`config.mk`:
```
export PLATFORM = sky130hd
export DESIGN_NAME = bitmap_first_fit_allocator
export DESIGN_NICKNAME = d
export VERILOG_FILES = /design/src/bffa_pkg.sv /design/src/bffa_div.sv /design/src/bffa_word_scan.sv /design/src/bitmap_first_fit_allocator.sv
export SDC_FILE = /design/constraint.sdc
export NUM_CORES = 2
export LEC_CHECK = 0
export BUFFER_PORTS_ARGS = -buffer_cell sky130_fd_sc_hd__buf_2
export CORE_MARGIN = 2
export CORE_UTILIZATION = 35
export DETAILED_ROUTE_END_ITERATION = 8
export GPL_ROUTABILITY_DRIVEN = 0
export GPL_TIMING_DRIVEN = 1
export PLACE_DENSITY = 0.54
export SETUP_SLACK_MARGIN = 0.3
export SLEW_MARGIN = 0
export SYNTH_ARGS = -nofsm -noshare
export SYNTH_HDL_FRONTEND = slang
export SYNTH_SLANG_ARGS = --single-unit
```
`constraint.sdc`:
```
create_clock -name clk -period 8.2 [get_ports clk]
set_input_delay 0.82 -clock clk [delete_from_list [all_inputs] [get_ports clk]]
set_output_delay 0.82 -clock clk [all_outputs]
set_load 0.02 [all_outputs]
```
`src/bffa_pkg.sv`:
```
// ----------------------------------------------------------------------------
// Bitmap first-fit allocator package
// Field widths, register map, operation and status codes, and the hit
// record that the word scanner hands back to the sequencer.
// ----------------------------------------------------------------------------
package bffa_pkg;

  localparam int WORD_W  = 32;
  localparam int BIT_W   = 5;
  localparam int REQ_W   = 15;
  localparam int FIRST_W = 10;
  localparam int START_W = 10;
  localparam int NEED_W  = 16;
  localparam int CFG_W   = 11;
  localparam int PADDR_W = 3;
  localparam int PDATA_W = 32;

  localparam logic [CFG_W-1:0] BIU_RESET = 11'd1024;

  localparam logic REG_BLOCKS_IN_USE = 1'b0;

  localparam logic MODE_ALLOC = 1'b0;
  localparam logic MODE_FREE  = 1'b1;

  localparam logic STATUS_OK   = 1'b0;
  localparam logic STATUS_FULL = 1'b1;

  typedef struct packed {
    logic             hit;
    logic [BIT_W-1:0] pos;
  } scan_hit_t;

endpackage

```
`src/bffa_div.sv`:
```
// ----------------------------------------------------------------------------
// Block count divider
// Divides by a fixed divisor through a reciprocal multiplication; the
// quotient is ready in the cycle after start.
// ----------------------------------------------------------------------------
module bffa_div #(
  parameter int DIVISOR = 16
) (
  input  logic                        clk,
  input  logic                        rst,
  input  logic                        start,
  input  logic [bffa_pkg::NEED_W-1:0] dividend,
  output logic                        done,
  output logic [bffa_pkg::NEED_W-1:0] quotient
);
  import bffa_pkg::*;

  // With NEED_W plus ceil(log2(DIVISOR)) fraction bits, the rounded-up
  // reciprocal gives the exact quotient for every NEED_W-bit dividend, and
  // it fits in NEED_W + 1 bits.
  localparam int DIV_SH = NEED_W + $clog2(DIVISOR);
  localparam int PROD_W = 2 * NEED_W + 1;
  localparam longint RECIP_L = ((longint'(1) << DIV_SH) + longint'(DIVISOR) - longint'(1))
                               / longint'(DIVISOR);
  localparam logic [NEED_W:0] RECIP = (NEED_W + 1)'(RECIP_L);

  logic [NEED_W-1:0] held;
  logic [PROD_W-1:0] product;

  assign product  = PROD_W'(held) * PROD_W'(RECIP);
  assign quotient = NEED_W'(product >> DIV_SH);

  always_ff @(posedge clk) begin
    if (rst) begin
      done <= 1'b0;
    end else begin
      done <= start;
    end
  end

  always_ff @(posedge clk) begin
    if (start) begin
      held <= dividend;
    end
  end

endmodule

```
`src/bffa_word_scan.sv`:
```
// ----------------------------------------------------------------------------
// Free-run word scanner
// Finds the lowest bit of one bitmap word at which the run of free blocks,
// including the run carried in from lower words, reaches the requested length.
// ----------------------------------------------------------------------------
module bffa_word_scan #(
  parameter int LEN_W = 18
) (
  input  logic [bffa_pkg::WORD_W-1:0] word,
  input  logic [LEN_W-1:0]            carry,
  input  logic [LEN_W-1:0]            need,
  output bffa_pkg::scan_hit_t         result,
  output logic [LEN_W-1:0]            run_out
);
  import bffa_pkg::*;

  // zpos holds one plus the index of the highest busy bit at or below each
  // position, or zero when every bit up to there is free.
  logic [BIT_W:0]     zpos [BIT_W+1][WORD_W];
  logic [LEN_W-1:0]   run  [WORD_W];
  logic [WORD_W-1:0]  hit;

  always_comb begin
    for (int j = 0; j < WORD_W; j++) begin
      zpos[0][j] = word[j] ? '0 : (BIT_W + 1)'(j + 1);
    end
    for (int l = 0; l < BIT_W; l++) begin
      for (int j = 0; j < WORD_W; j++) begin
        if (j >= (1 << l) && zpos[l][j] == '0) begin
          zpos[l+1][j] = zpos[l][j - (1 << l)];
        end else begin
          zpos[l+1][j] = zpos[l][j];
        end
      end
    end
  end

  always_comb begin
    for (int j = 0; j < WORD_W; j++) begin
      if (zpos[BIT_W][j] == '0) begin
        run[j] = carry + LEN_W'(j + 1);
      end else begin
        run[j] = LEN_W'(j + 1) - LEN_W'(zpos[BIT_W][j]);
      end
      hit[j] = (run[j] >= need);
    end
  end

  always_comb begin
    result.hit = |hit;
    result.pos = '0;
    for (int j = WORD_W - 1; j >= 0; j--) begin
      if (hit[j]) begin
        result.pos = BIT_W'(j);
      end
    end
  end

  assign run_out = run[WORD_W-1];

endmodule

```
`src/bitmap_first_fit_allocator.sv`:
```
// ----------------------------------------------------------------------------
// Bitmap first-fit block allocator
// Free bitmap in a word-wide memory, one bit per block, with first-fit
// allocation and range free through a read-modify-write sequencer.
// ----------------------------------------------------------------------------
// One item is handled at a time. After reset a clearing pass writes the
// bitmap to all free, one word per cycle; input transfers wait for it to
// finish. After an input transfer the byte size is rounded up to blocks with
// a reciprocal multiplication, the request is checked against the pool, the
// scan reads one word per cycle from word 0, the run's bounds are set up, the
// mark loop does one read-modify-write per cycle over the run's words, the
// output register is loaded, and the idle step takes the next transfer. A
// free skips the scan, and a zero-size request, an allocate larger than the
// pool or a free that starts past the pool end go from the check straight to
// the output register.
// A result held back by out_stall keeps the block in its last step for as
// long as the stall lasts; a finished result waits in the output register
// while the next input transfer is taken.
module bitmap_first_fit_allocator #(
  parameter int MAX_BLOCKS  = 1024,
  parameter int BLOCK_BYTES = 16
) (
  input  logic                          clk,
  input  logic                          rst,
  input  logic                          psel,
  input  logic                          penable,
  input  logic                          pwrite,
  input  logic [bffa_pkg::PADDR_W-1:0]  paddr,
  input  logic [bffa_pkg::PDATA_W-1:0]  pwdata,
  output logic [bffa_pkg::PDATA_W-1:0]  prdata,
  output logic                          pready,
  input  logic                          in_valid,
  output logic                          in_stall,
  input  logic                          mode,
  input  logic [bffa_pkg::REQ_W-1:0]    request_bytes,
  input  logic [bffa_pkg::FIRST_W-1:0]  free_block,
  output logic                          out_valid,
  input  logic                          out_stall,
  output logic                          status,
  output logic [bffa_pkg::START_W-1:0]  start_block
);
  import bffa_pkg::*;

  localparam int WORDS = (MAX_BLOCKS + WORD_W - 1) / WORD_W;
  localparam int WA_W  = (WORDS > 1) ? $clog2(WORDS) : 1;
  localparam int BLK_W = WA_W + BIT_W;
  localparam int CNT_W = BLK_W + 1;
  localparam int LEN_W = ((CNT_W > NEED_W) ? CNT_W : NEED_W) + 1;
  localparam logic [WORD_W-1:0] ALL_FREE = '1;

  typedef enum logic [3:0] {
    ST_CLEAR,
    ST_IDLE,
    ST_DIV,
    ST_CHECK,
    ST_SCAN,
    ST_PREP,
    ST_MARK_RD,
    ST_MARK,
    ST_DONE
  } state_t;

  state_t state;

  logic [CFG_W-1:0]   blocks_in_use;
  logic               mode_r;
  logic [FIRST_W-1:0] first_r;
  logic [LEN_W-1:0]   need;
  logic [LEN_W-1:0]   carry;
  logic [WA_W-1:0]    cur_w;
  logic [BLK_W-1:0]   pool_last;
  logic [BLK_W-1:0]   range_lo;
  logic [BLK_W-1:0]   range_last;
  logic [LEN_W-1:0]   range_endx;
  logic               res_status;
  logic [START_W-1:0] res_start;

  logic [WORD_W-1:0]  mem [WORDS];
  logic [WORD_W-1:0]  rdata;
  logic [WA_W-1:0]    mem_raddr;
  logic               mem_we;
  logic [WA_W-1:0]    mem_waddr;
  logic [WORD_W-1:0]  mem_wdata;

  logic               in_xfer;
  logic               div_done;
  logic [NEED_W-1:0]  div_quo;
  logic [NEED_W-1:0]  dividend;
  logic [LEN_W-1:0]   biu_ext;
  logic [LEN_W-1:0]   pool_n;
  logic [LEN_W-1:0]   free_sum;
  logic [WA_W-1:0]    pool_last_w;
  logic [WA_W-1:0]    lo_w;
  logic [WA_W-1:0]    last_w;
  logic [BIT_W-1:0]   pool_sh;
  logic [BIT_W-1:0]   hi_sh;
  logic [WORD_W-1:0]  scan_mask;
  logic [WORD_W-1:0]  lo_mask;
  logic [WORD_W-1:0]  hi_mask;
  logic [WORD_W-1:0]  mark_mask;
  scan_hit_t          scan_hit;
  logic [LEN_W-1:0]   run_out;
  logic [BLK_W-1:0]   scan_end;

  // Configuration port.
  assign pready = 1'b1;
  assign prdata = (paddr[2] == REG_BLOCKS_IN_USE) ? PDATA_W'(blocks_in_use) : '0;

  always_ff @(posedge clk) begin
    if (rst) begin
      blocks_in_use <= BIU_RESET;
    end else if (psel && penable && pwrite && pready && paddr[2] == REG_BLOCKS_IN_USE) begin
      blocks_in_use <= pwdata[CFG_W-1:0];
    end
  end

  assign in_stall = (state != ST_IDLE);
  assign in_xfer  = in_valid && !in_stall;

  // Round the byte count up to whole blocks.
  assign dividend = NEED_W'(request_bytes) + NEED_W'(BLOCK_BYTES - 1);

  bffa_div #(
    .DIVISOR (BLOCK_BYTES)
  ) u_div (
    .clk      (clk),
    .rst      (rst),
    .start    (in_xfer),
    .dividend (dividend),
    .done     (div_done),
    .quotient (div_quo)
  );

  assign biu_ext  = LEN_W'(blocks_in_use);
  assign pool_n   = (biu_ext > LEN_W'(MAX_BLOCKS)) ? LEN_W'(MAX_BLOCKS) : biu_ext;
  assign free_sum = LEN_W'(first_r) + need;

  assign pool_last_w = pool_last[BLK_W-1:BIT_W];
  assign lo_w        = range_lo[BLK_W-1:BIT_W];
  assign last_w      = range_last[BLK_W-1:BIT_W];
  assign pool_sh     = ~pool_last[BIT_W-1:0];
  assign hi_sh       = ~range_last[BIT_W-1:0];

  // Blocks beyond the pool read as busy so that no run crosses its end.
  assign scan_mask = (cur_w == pool_last_w) ? (ALL_FREE >> pool_sh) : ALL_FREE;
  assign lo_mask   = (cur_w == lo_w) ? (ALL_FREE << range_lo[BIT_W-1:0]) : ALL_FREE;
  assign hi_mask   = (cur_w == last_w) ? (ALL_FREE >> hi_sh) : ALL_FREE;
  assign mark_mask = lo_mask & hi_mask;

  bffa_word_scan #(
    .LEN_W (LEN_W)
  ) u_scan (
    .word    (rdata & scan_mask),
    .carry   (carry),
    .need    (need),
    .result  (scan_hit),
    .run_out (run_out)
  );

  assign scan_end = {cur_w, scan_hit.pos};

  // Memory port control. A read issued in one cycle returns data in the next;
  // the mark loop writes word k while it reads word k+1.
  always_comb begin
    mem_raddr = '0;
    mem_we    = 1'b0;
    mem_waddr = cur_w;
    mem_wdata = rdata;
    case (state)
      ST_CLEAR: begin
        mem_we    = 1'b1;
        mem_wdata = ALL_FREE;
      end
      ST_SCAN: begin
        mem_raddr = (cur_w == pool_last_w) ? cur_w : cur_w + 1'b1;
      end
      ST_MARK_RD: begin
        mem_raddr = lo_w;
      end
      ST_MARK: begin
        mem_we    = 1'b1;
        mem_wdata = (mode_r == MODE_FREE) ? (rdata | mark_mask) : (rdata & ~mark_mask);
        mem_raddr = (cur_w == last_w) ? cur_w : cur_w + 1'b1;
      end
      default: begin
        mem_raddr = '0;
      end
    endcase
  end

  always_ff @(posedge clk) begin
    if (mem_we) begin
      mem[mem_waddr] <= mem_wdata;
    end
    rdata <= mem[mem_raddr];
  end

  always_ff @(posedge clk) begin
    if (rst) begin
      state     <= ST_CLEAR;
      cur_w     <= '0;
      out_valid <= 1'b0;
    end else begin
      if (out_valid && !out_stall && state != ST_DONE) begin
        out_valid <= 1'b0;
      end
      case (state)
        ST_CLEAR: begin
          cur_w <= cur_w + 1'b1;
          if (cur_w == WA_W'(WORDS - 1)) begin
            state <= ST_IDLE;
          end
        end
        ST_IDLE: begin
          if (in_valid) begin
            mode_r  <= mode;
            first_r <= free_block;
            state   <= ST_DIV;
          end
        end
        ST_DIV: begin
          if (div_done) begin
            need  <= LEN_W'(div_quo);
            state <= ST_CHECK;
          end
        end
        ST_CHECK: begin
          res_start <= '0;
          pool_last <= BLK_W'(pool_n - 1'b1);
          if (mode_r == MODE_FREE) begin
            res_status <= STATUS_OK;
            if (need == '0 || LEN_W'(first_r) >= pool_n) begin
              state <= ST_DONE;
            end else begin
              range_lo   <= BLK_W'(first_r);
              range_endx <= (free_sum > pool_n) ? pool_n : free_sum;
              state      <= ST_PREP;
            end
          end else if (need == '0) begin
            res_status <= STATUS_OK;
            state      <= ST_DONE;
          end else if (need > pool_n) begin
            res_status <= STATUS_FULL;
            state      <= ST_DONE;
          end else begin
            res_status <= STATUS_OK;
            carry      <= '0;
            cur_w      <= '0;
            state      <= ST_SCAN;
          end
        end
        ST_SCAN: begin
          if (scan_hit.hit) begin
            range_last <= scan_end;
            state      <= ST_PREP;
          end else if (cur_w == pool_last_w) begin
            res_status <= STATUS_FULL;
            state      <= ST_DONE;
          end else begin
            carry <= run_out;
            cur_w <= cur_w + 1'b1;
          end
        end
        ST_PREP: begin
          if (mode_r == MODE_FREE) begin
            range_last <= BLK_W'(range_endx - 1'b1);
          end else begin
            range_lo <= BLK_W'(LEN_W'(range_last) - need + LEN_W'(1));
          end
          state <= ST_MARK_RD;
        end
        ST_MARK_RD: begin
          if (mode_r == MODE_ALLOC) begin
            res_start <= START_W'(range_lo);
          end
          cur_w <= lo_w;
          state <= ST_MARK;
        end
        ST_MARK: begin
          if (cur_w == last_w) begin
            state <= ST_DONE;
          end else begin
            cur_w <= cur_w + 1'b1;
          end
        end
        ST_DONE: begin
          if (!out_valid || !out_stall) begin
            out_valid   <= 1'b1;
            status      <= res_status;
            start_block <= res_start;
            state       <= ST_IDLE;
          end
        end
        default: begin
          state <= ST_IDLE;
        end
      endcase
    end
  end

  a_scan_in_pool: assert property (@(posedge clk) disable iff (rst)
    state == ST_SCAN |-> cur_w <= pool_last_w)
    else $error("scan walked past the last pool word");

  a_mark_in_range: assert property (@(posedge clk) disable iff (rst)
    state == ST_MARK |-> (cur_w >= lo_w && cur_w <= last_w))
    else $error("mark loop outside the run's words");

  a_alloc_len: assert property (@(posedge clk) disable iff (rst)
    (state == ST_MARK_RD && mode_r == MODE_ALLOC)
      |-> (LEN_W'(range_last) - LEN_W'(range_lo) + LEN_W'(1)) == need)
    else $error("allocated run length differs from the request");

  a_run_in_pool: assert property (@(posedge clk) disable iff (rst)
    state == ST_MARK_RD |-> (LEN_W'(range_last) < pool_n && range_lo <= range_last))
    else $error("run to mark lies outside the pool");

  a_accept_starts: assert property (@(posedge clk) disable iff (rst)
    in_valid && !in_stall |=> state == ST_DIV)
    else $error("accepted transfer did not start the divider wait");

endmodule

```
---- Yosys cells after proc, flatten, opt, wreduce, memory -nomap -nowiden ----
Memory sizes are Yosys's and may differ from the RTL's. A register that Yosys moved wholly into a read port is not among the register bits.
Cells that the tools add are included.
storage, ports and cells
  flip-flop bits (word level) ............. 140
  RAM bits ................................ 1024
  input bits .............................. 68
  output and inout port bits .............. 46
  memories ................................ 1
memories
  name  words  bits a word  rd ports  clocked after Yosys merged registers in  write ports  RTL line                          RTL
  mem   32     32           1         1                                        1            bitmap_first_fit_allocator.sv:78  logic [WORD_W-1:0] mem [WORDS];
cells by class
  add/subtract/negate cells ............... 71
  order comparisons ....................... 36
  equal/unequal tests ..................... 32
  shift-type cells ........................ 3
  muxes and demuxes ....................... 280
  bitwise gates (word level) .............. 10
  reduce and logical (&&, ||, !) cells .... 193
operator list
  operator                 count
  $logic_not A6 Y1         161
  $mux W6                  130
  $mux W17                 37
  $ge A17 B12 Y1           32
  $add A17 B5 Y17 const B  16
  $mux W5                  54
  $add A17 B4 Y17 const B  8
  $mux W32                 4
  $sub A5 B6 Y7 const A    16
  $and A32 B32 Y32         3
  $mux W4                  19
  $mux W10                 7
  $add A17 B3 Y17 const B  4
  $pmux W32 S2             1
  $shr A32 B5 Y32 const A  2
  $pmux W10 S2             3
  $sub A4 B6 Y7 const A    8
  $pmux W4 S9              1
  $add A17 B2 Y17 const B  2
  $pmux W17 S2             1
  $ne A2 B2 Y1 const B     16
  $not A32 Y32             1
  $or A32 B32 Y32          1
  $reduce_or A32 Y1        1
  50 further kinds         97

---- Logic depth before layout (Yosys ltp) ----
  word-level depth ........................ 52
  depth in mapped cells ................... 35
  mapped depth without buffers ............ 30

---- By module ----
From an unflattened synthesis, not the netlist that was laid out.
second synthesis, totals
  cell total of the unflattened synthesis .. 6865
  area, all modules ....................... 74823.0 µm²
modules (own cells, without submodules)
  module                      times used  cells each  area each (µm²)  sequential area each (µm²)
  bitmap_first_fit_allocator  1           3210        50078.0          34993.6
  bffa_word_scan              1           3636        24317.1          0.0
  bffa_div                    1           19          427.9            380.4

---- Worst setup path after synthesis ----
Ideal clock, no wire load.
  kind .................................... register to register
  start point ............................. register pool_last[1]
  end point ............................... register carry[0], enable pin
  data arrival time ....................... 7.640 ns
  required time ........................... 7.787 ns
  path slack .............................. 0.147 ns
  cell stages (with the launch flop) ...... 29
  period minus slack after synthesis ...... 8.053 ns
  cells stage by stage .................... edfxtp_1 > buf_2 > or3_1 > nand3b_1 > o21ai_0 > a21oi_4 > nor2_1 > nor2_1 > a32oi_1 > inv_1 > a21oi_1 > ha_1 > inv_1 > nor3_1 > nand3_1 > and2_1 > a21oi_1 > ha_1 > a21o_1 > a2111oi_0 > nand2b_1 > o31ai_1 > o311ai_1 > nand4b_4 > or4_4 > nor4_4 > and4_4 > nor2_1 > nor3_1
between the ends
  longest elaborated chain between the ends .. 21
RTL lines
  element                                RTL line                           RTL
  from (decl)                            bitmap_first_fit_allocator.sv:71   logic [BLK_W-1:0] pool_last;
  from (signal assigned)                 bitmap_first_fit_allocator.sv:229  pool_last <= BLK_W'(pool_n - 1'b1);
  $not A5 Y5 *                           bitmap_first_fit_allocator.sv:141  assign pool_sh = ~pool_last[BIT_W-1:0];
  $shr A32 B5 Y32 *                      bitmap_first_fit_allocator.sv:145  assign scan_mask = (cur_w == pool_last_w) ? (ALL_FREE >> pool_sh) : ALL_FREE;
  $mux W32 *                             bitmap_first_fit_allocator.sv:145
  $and A32 B32 Y32 *                     bitmap_first_fit_allocator.sv:153  .word (rdata & scan_mask),
  $mux W5 or $mux W6 (tied branches)     bffa_word_scan.sv:25               zpos[0][j] = word[j] ? '0 : (BIT_W + 1)'(j + 1);
  $logic_not A6 Y1                       bffa_word_scan.sv:29               if (j >= (1 << l) && zpos[l][j] == '0) begin
  $mux W6                                bffa_word_scan.sv:29
  $logic_not A6 Y1                       bffa_word_scan.sv:29
  (+5 left out)                          n/a
  $logic_not A6 Y1                       bffa_word_scan.sv:29
  $mux W6                                bffa_word_scan.sv:29
  $sub A5 B6 Y7 (tied with other cells)  bffa_word_scan.sv:43               run[j] = LEN_W'(j + 1) - LEN_W'(zpos[BIT_W][j]);
  $mux W17                               bffa_word_scan.sv:40               if (zpos[BIT_W][j] == '0) begin
  $ge A17 B12 Y1                         bffa_word_scan.sv:45               hit[j] = (run[j] >= need);
  $reduce_or A32 Y1 *                    bffa_word_scan.sv:50               result.hit = |hit;
  $ne A2 B2 Y1 (no line) *               n/a
  $reduce_and A7 Y1 (no line) *          n/a
  to (signal assigned)                   bitmap_first_fit_allocator.sv:260  carry <= run_out;
  to (decl)                              bitmap_first_fit_allocator.sv:69   logic [LEN_W-1:0] carry;
Every way passes the cells marked *; elsewhere a longest branch is shown, timed or not.
A chain may end at the register's enable or synchronous reset.

---- Final worst setup path ----
  start point ............................. register pool_last[7]
  end point ............................... register range_last[9], enable pin
between the ends
  longest elaborated chain between the ends .. 20
RTL lines
  element                                            RTL line                                    RTL
  $eq A5 B5 Y1 *                                     bitmap_first_fit_allocator.sv:145
  $mux W32 *                                         bitmap_first_fit_allocator.sv:145
  $and A32 B32 Y32 *                                 bitmap_first_fit_allocator.sv:153
  $mux W6                                            bffa_word_scan.sv:25
  $logic_not A6 Y1                                   bffa_word_scan.sv:29
  $mux W6                                            bffa_word_scan.sv:29
  $logic_not A6 Y1                                   bffa_word_scan.sv:29
  $mux W6                                            bffa_word_scan.sv:29
  (+5 left out)                                      n/a
  $mux W6 *                                          bffa_word_scan.sv:29
  $sub A6 B6 Y7 or $logic_not A6 Y1 (tied branches)  bffa_word_scan.sv:43, bffa_word_scan.sv:40
  $mux W17 *                                         bffa_word_scan.sv:40
  named net run_out[1]                               bitmap_first_fit_allocator.sv:102           logic [LEN_W-1:0] run_out;
  $ge A17 B12 Y1 *                                   bffa_word_scan.sv:45
  $reduce_or A32 Y1 *                                bffa_word_scan.sv:50
  $ne A2 B2 Y1 (no line) *                           n/a
  $reduce_and A4 Y1 (no line) *                      n/a
  to (signal assigned)                               bitmap_first_fit_allocator.sv:254           range_last <= scan_end;
  to (signal assigned)                               bitmap_first_fit_allocator.sv:266           range_last <= BLK_W'(range_endx - 1'b1);
  to (decl)                                          bitmap_first_fit_allocator.sv:73            logic [BLK_W-1:0] range_last;
Mark *: on every way through the listed nets, which the timed path passes. The rest lies on a longest branch.

==> results.cfg <==
[timing]
rsz0062_at_grt = false
tns_ns = 0
min_period_ns = 7.685
worst_pin_slew_ns = 1.477
setup_viol = 0
post-route-period-util = 0.9371
skew_ns = 0.05938
drv_slew = 1
max_slew_margin = -0.01005
finalHoldViolCount = 0
fmax_ghz = 0.1301

[logic_synthesis]
synth_top_area_share = 0.4701
synth.avg_cell_area_um2 = 10.17
synth_mux_area_frac = 0.01145
synth_seq_cells = 1192
yosys.cell_count.top_type = edfxtp_1
synth_adder_area_share = 0.08765
yosys.area_share.simple = 0.1553
yosys-top-cells-count = edfxtp_1 (1138), nand2_1 (966), nor2_1 (539), ha_1 (506), a21oi_1 (443)
synth_top_family_by_area = compound AO/OA/AOI/OAI gates
synth_compound_area_frac = 0.1850
synth_warnings = 0
async_reset_ff_frac = 0
synth_top_area_cell = edfxtp_1
synth_area_um2 = 72690
synthXorXnorAreaFrac = 0.04176
synth_ff_type = edfxtp_1
yosysUniqueCellTypes = 111
yosysSeqAreaShare = 0.4850
synthTopCellsByArea = edfxtp_1 (47%), ha_1 (8.7%), nand2_1 (5.0%)
netlist_instances = 7149
synth_edf_count = 1138

[floorplan]
ios = 114
initial_utilization = 0.3514
dieHeight_um = 459.7
core_area_um2 = 206900
die_x_um = 459.7
row_count = 167
die-area_um2 = 211300

[clock_network]
cts_made_buffers = 119
htree_num_levels = 3
hold_buffers = 0
clock-sinks = 1192
clk_pin_slew_ns = 0.06
cts_tree = built
clockBufferDepth = 3
clock_latency_ns = 0.76
root_buffer = clkbuf_16

[place]
dp_hpwl_um = 179400
port_buffers = 68

[global_routing]
grt_first_pass_wirelength_um = 391100
grt_usage = 0.2491
grt_pass1_vias = 56367
grt_max_degree = 187
antenna_found_initial = 9
gr-total-overflow = 0

[setup_path]
cpMostUsedCell = a21oi_1
crit_family = compound AO/OA/AOI/OAI gates
cp.arrival_ns = 8.16
cpPeakStageDelay_ns = 0.42
startpoint_type = flip-flop
rrSetupSlack_ns = 0.52
crit_path_end_kind = flip-flop
crit_buf_inv = 3
slowest_stage = nand4_1
worstPathRequired_ns = 8.67
crit_type = reg -> reg
cp_max_fo = 26

[finish]
area_growth_pct = 12.08
drive_above_1_share = 0.09661
final_nets = 7779
multi_input_comb_area_um2 = 35520
fill_cells = 20171
regArea_um2 = 35260

[route]
ant_nets = 0
drt_iter0_drc = 7187
dr.pass1.iters = 8
via_per_inst = 5.998
route.detailed.drc = 0
vias = 60058
drt-wirelength-per-cell_um = 27.21
drt_wl_total_um = 272400

[status]
status = finished with violations
violations = capacitance limit, slew limit

[power]
powerDensity_nw_per_um2 = 308.9
total_power_mw = 25.17
leakagePower_nw = 28.82
ir_drop_mv = 0.2883

[job]
max-cap-violations = 1

[min_path]
hold_path_class = in -> reg
-- state kept, by name, summed over array words and instances, names as in the netlist, 5 cells and up --
signal	cells
pool_last	10
range_last	10
blocks_in_use	11
mem	1024
first_r	10
start_block	10
res_start	10
range_endx	10
u_div.held	12
cur_w	5
carry	17
rdata	32
need	12
range_lo	10
-- final cells by class --
cell class                 count  area share
tap                         2704     0.04153
clock buffer                 148     0.03863
antenna                        1  0.00003072
multi-input combinational   5374      0.4359
timing repair buffer         374     0.03457
clock inverter                78     0.01003
sequential                  1192      0.4327
inverter                     142    0.006542
-- where the power goes --
part	total, mW	switching [mW]	internal, mW	leakage [nW]
sequential	7.08	0.124	6.96	9.74
combinational	12.6	8.22	4.37	17.1
clock	5.50	2.38	3.11	1.93
total	25.2	10.7	14.4	28.8
-- layer usage --
layer / share of wire / track usage / wire (um)
met3: 0.090 / 0.05137 / 24590
met5: 0.00033 / 0 / 90
met2: 0.44 / 0.3901 / 120900
met1: 0.40 / 0.3239 / 110200
met4: 0.061 / 0.1306 / 16660
-- logic make-up (layout without fill, tap and decap cells) --
logic type | Yosys count | in the layout
flip-flops | 1192 | 1192
adder cells (fa/ha/maj) | 508 | 508
AND/OR/NAND/NOR | 2426 | 2426
buffers and inverters | 603 | 742
multiplexers | 80 | 80
other | 2 | 23
AO/OA/AOI/OAI | 1994 | 1994
XOR/XNOR | 344 | 344
-- worst paths after layout --
kind | startpoint | endpoint | cells after the start
worst max-delay path | pool_last[7] | range_last[9] | 29
worst min register to register | res_start[5] | start_block[5] | 0
worst min-delay path | mode | mode_r | 1
worst max register to register | pool_last[7] | range_last[9] | 29
-- worst reg2reg max path: cells and delay by family (launching register included) --
kind / cells / cell delay [ns]
DFF: 1 / 0.38
muxes: 1 / 0.40
adders and majority gates: 2 / 0.57
buffers and inverters: 3 / 0.71
xor gates and xnor gates: 1 / 0.33
AOI/OAI and AO/OA: 12 / 2.55
and+or+nand+nor: 10 / 2.51
-- metrics by stage --
stage	hold WS, ns	utilization	instance area [um^2]	instances	worst slack, ns
floorplan	0.4003	-	72770	7169	0.6624
global placement	0.4036	0.3739	77340	9779	0.3829
detailed placement	0.4045	0.3739	77340	9779	0.3026
CTS	0.1885	0.3930	81310	10005	0.3407
global route	0.2151	0.3938	81470	10012	0.2666
finish	0.2412	0.3938	81470	10013	0.5154
-- layout by cell type (no fill, tap or decap), types with 26 or more instances in the layout --
cell type	n
a211oi_1	389
a21o_1	109
a21oi_1	440
a311oi_1	137
a31oi_1	184
and2_1	302
and3_1	35
buf_2	68
buf_4	291
clkbuf_16	119
clkinv_1	33
clkinv_2	28
dfxtp_1	53
edfxtp_1	1138
ha_1	506
inv_1	130
mux2i_1	58
nand2_1	964
nand2b_1	41
nand3_1	133
nand4_1	93
nor2_1	507
nor2_4	32
nor2b_1	73
nor3_1	106
o211ai_1	38
o21a_1	51
o21ai_0	299
o22ai_1	26
o31ai_1	43
or3_1	36
xnor2_1	233
xor2_1	108
-- repair_timing --
action                                  CTS  global route
hold endpoints to repair                  0             0
setup buffers                             0             7
gates resized for setup                   0            23
endpoints found under the setup margin    0            36
No activity file was read; power rests on OpenSTA's default activity.
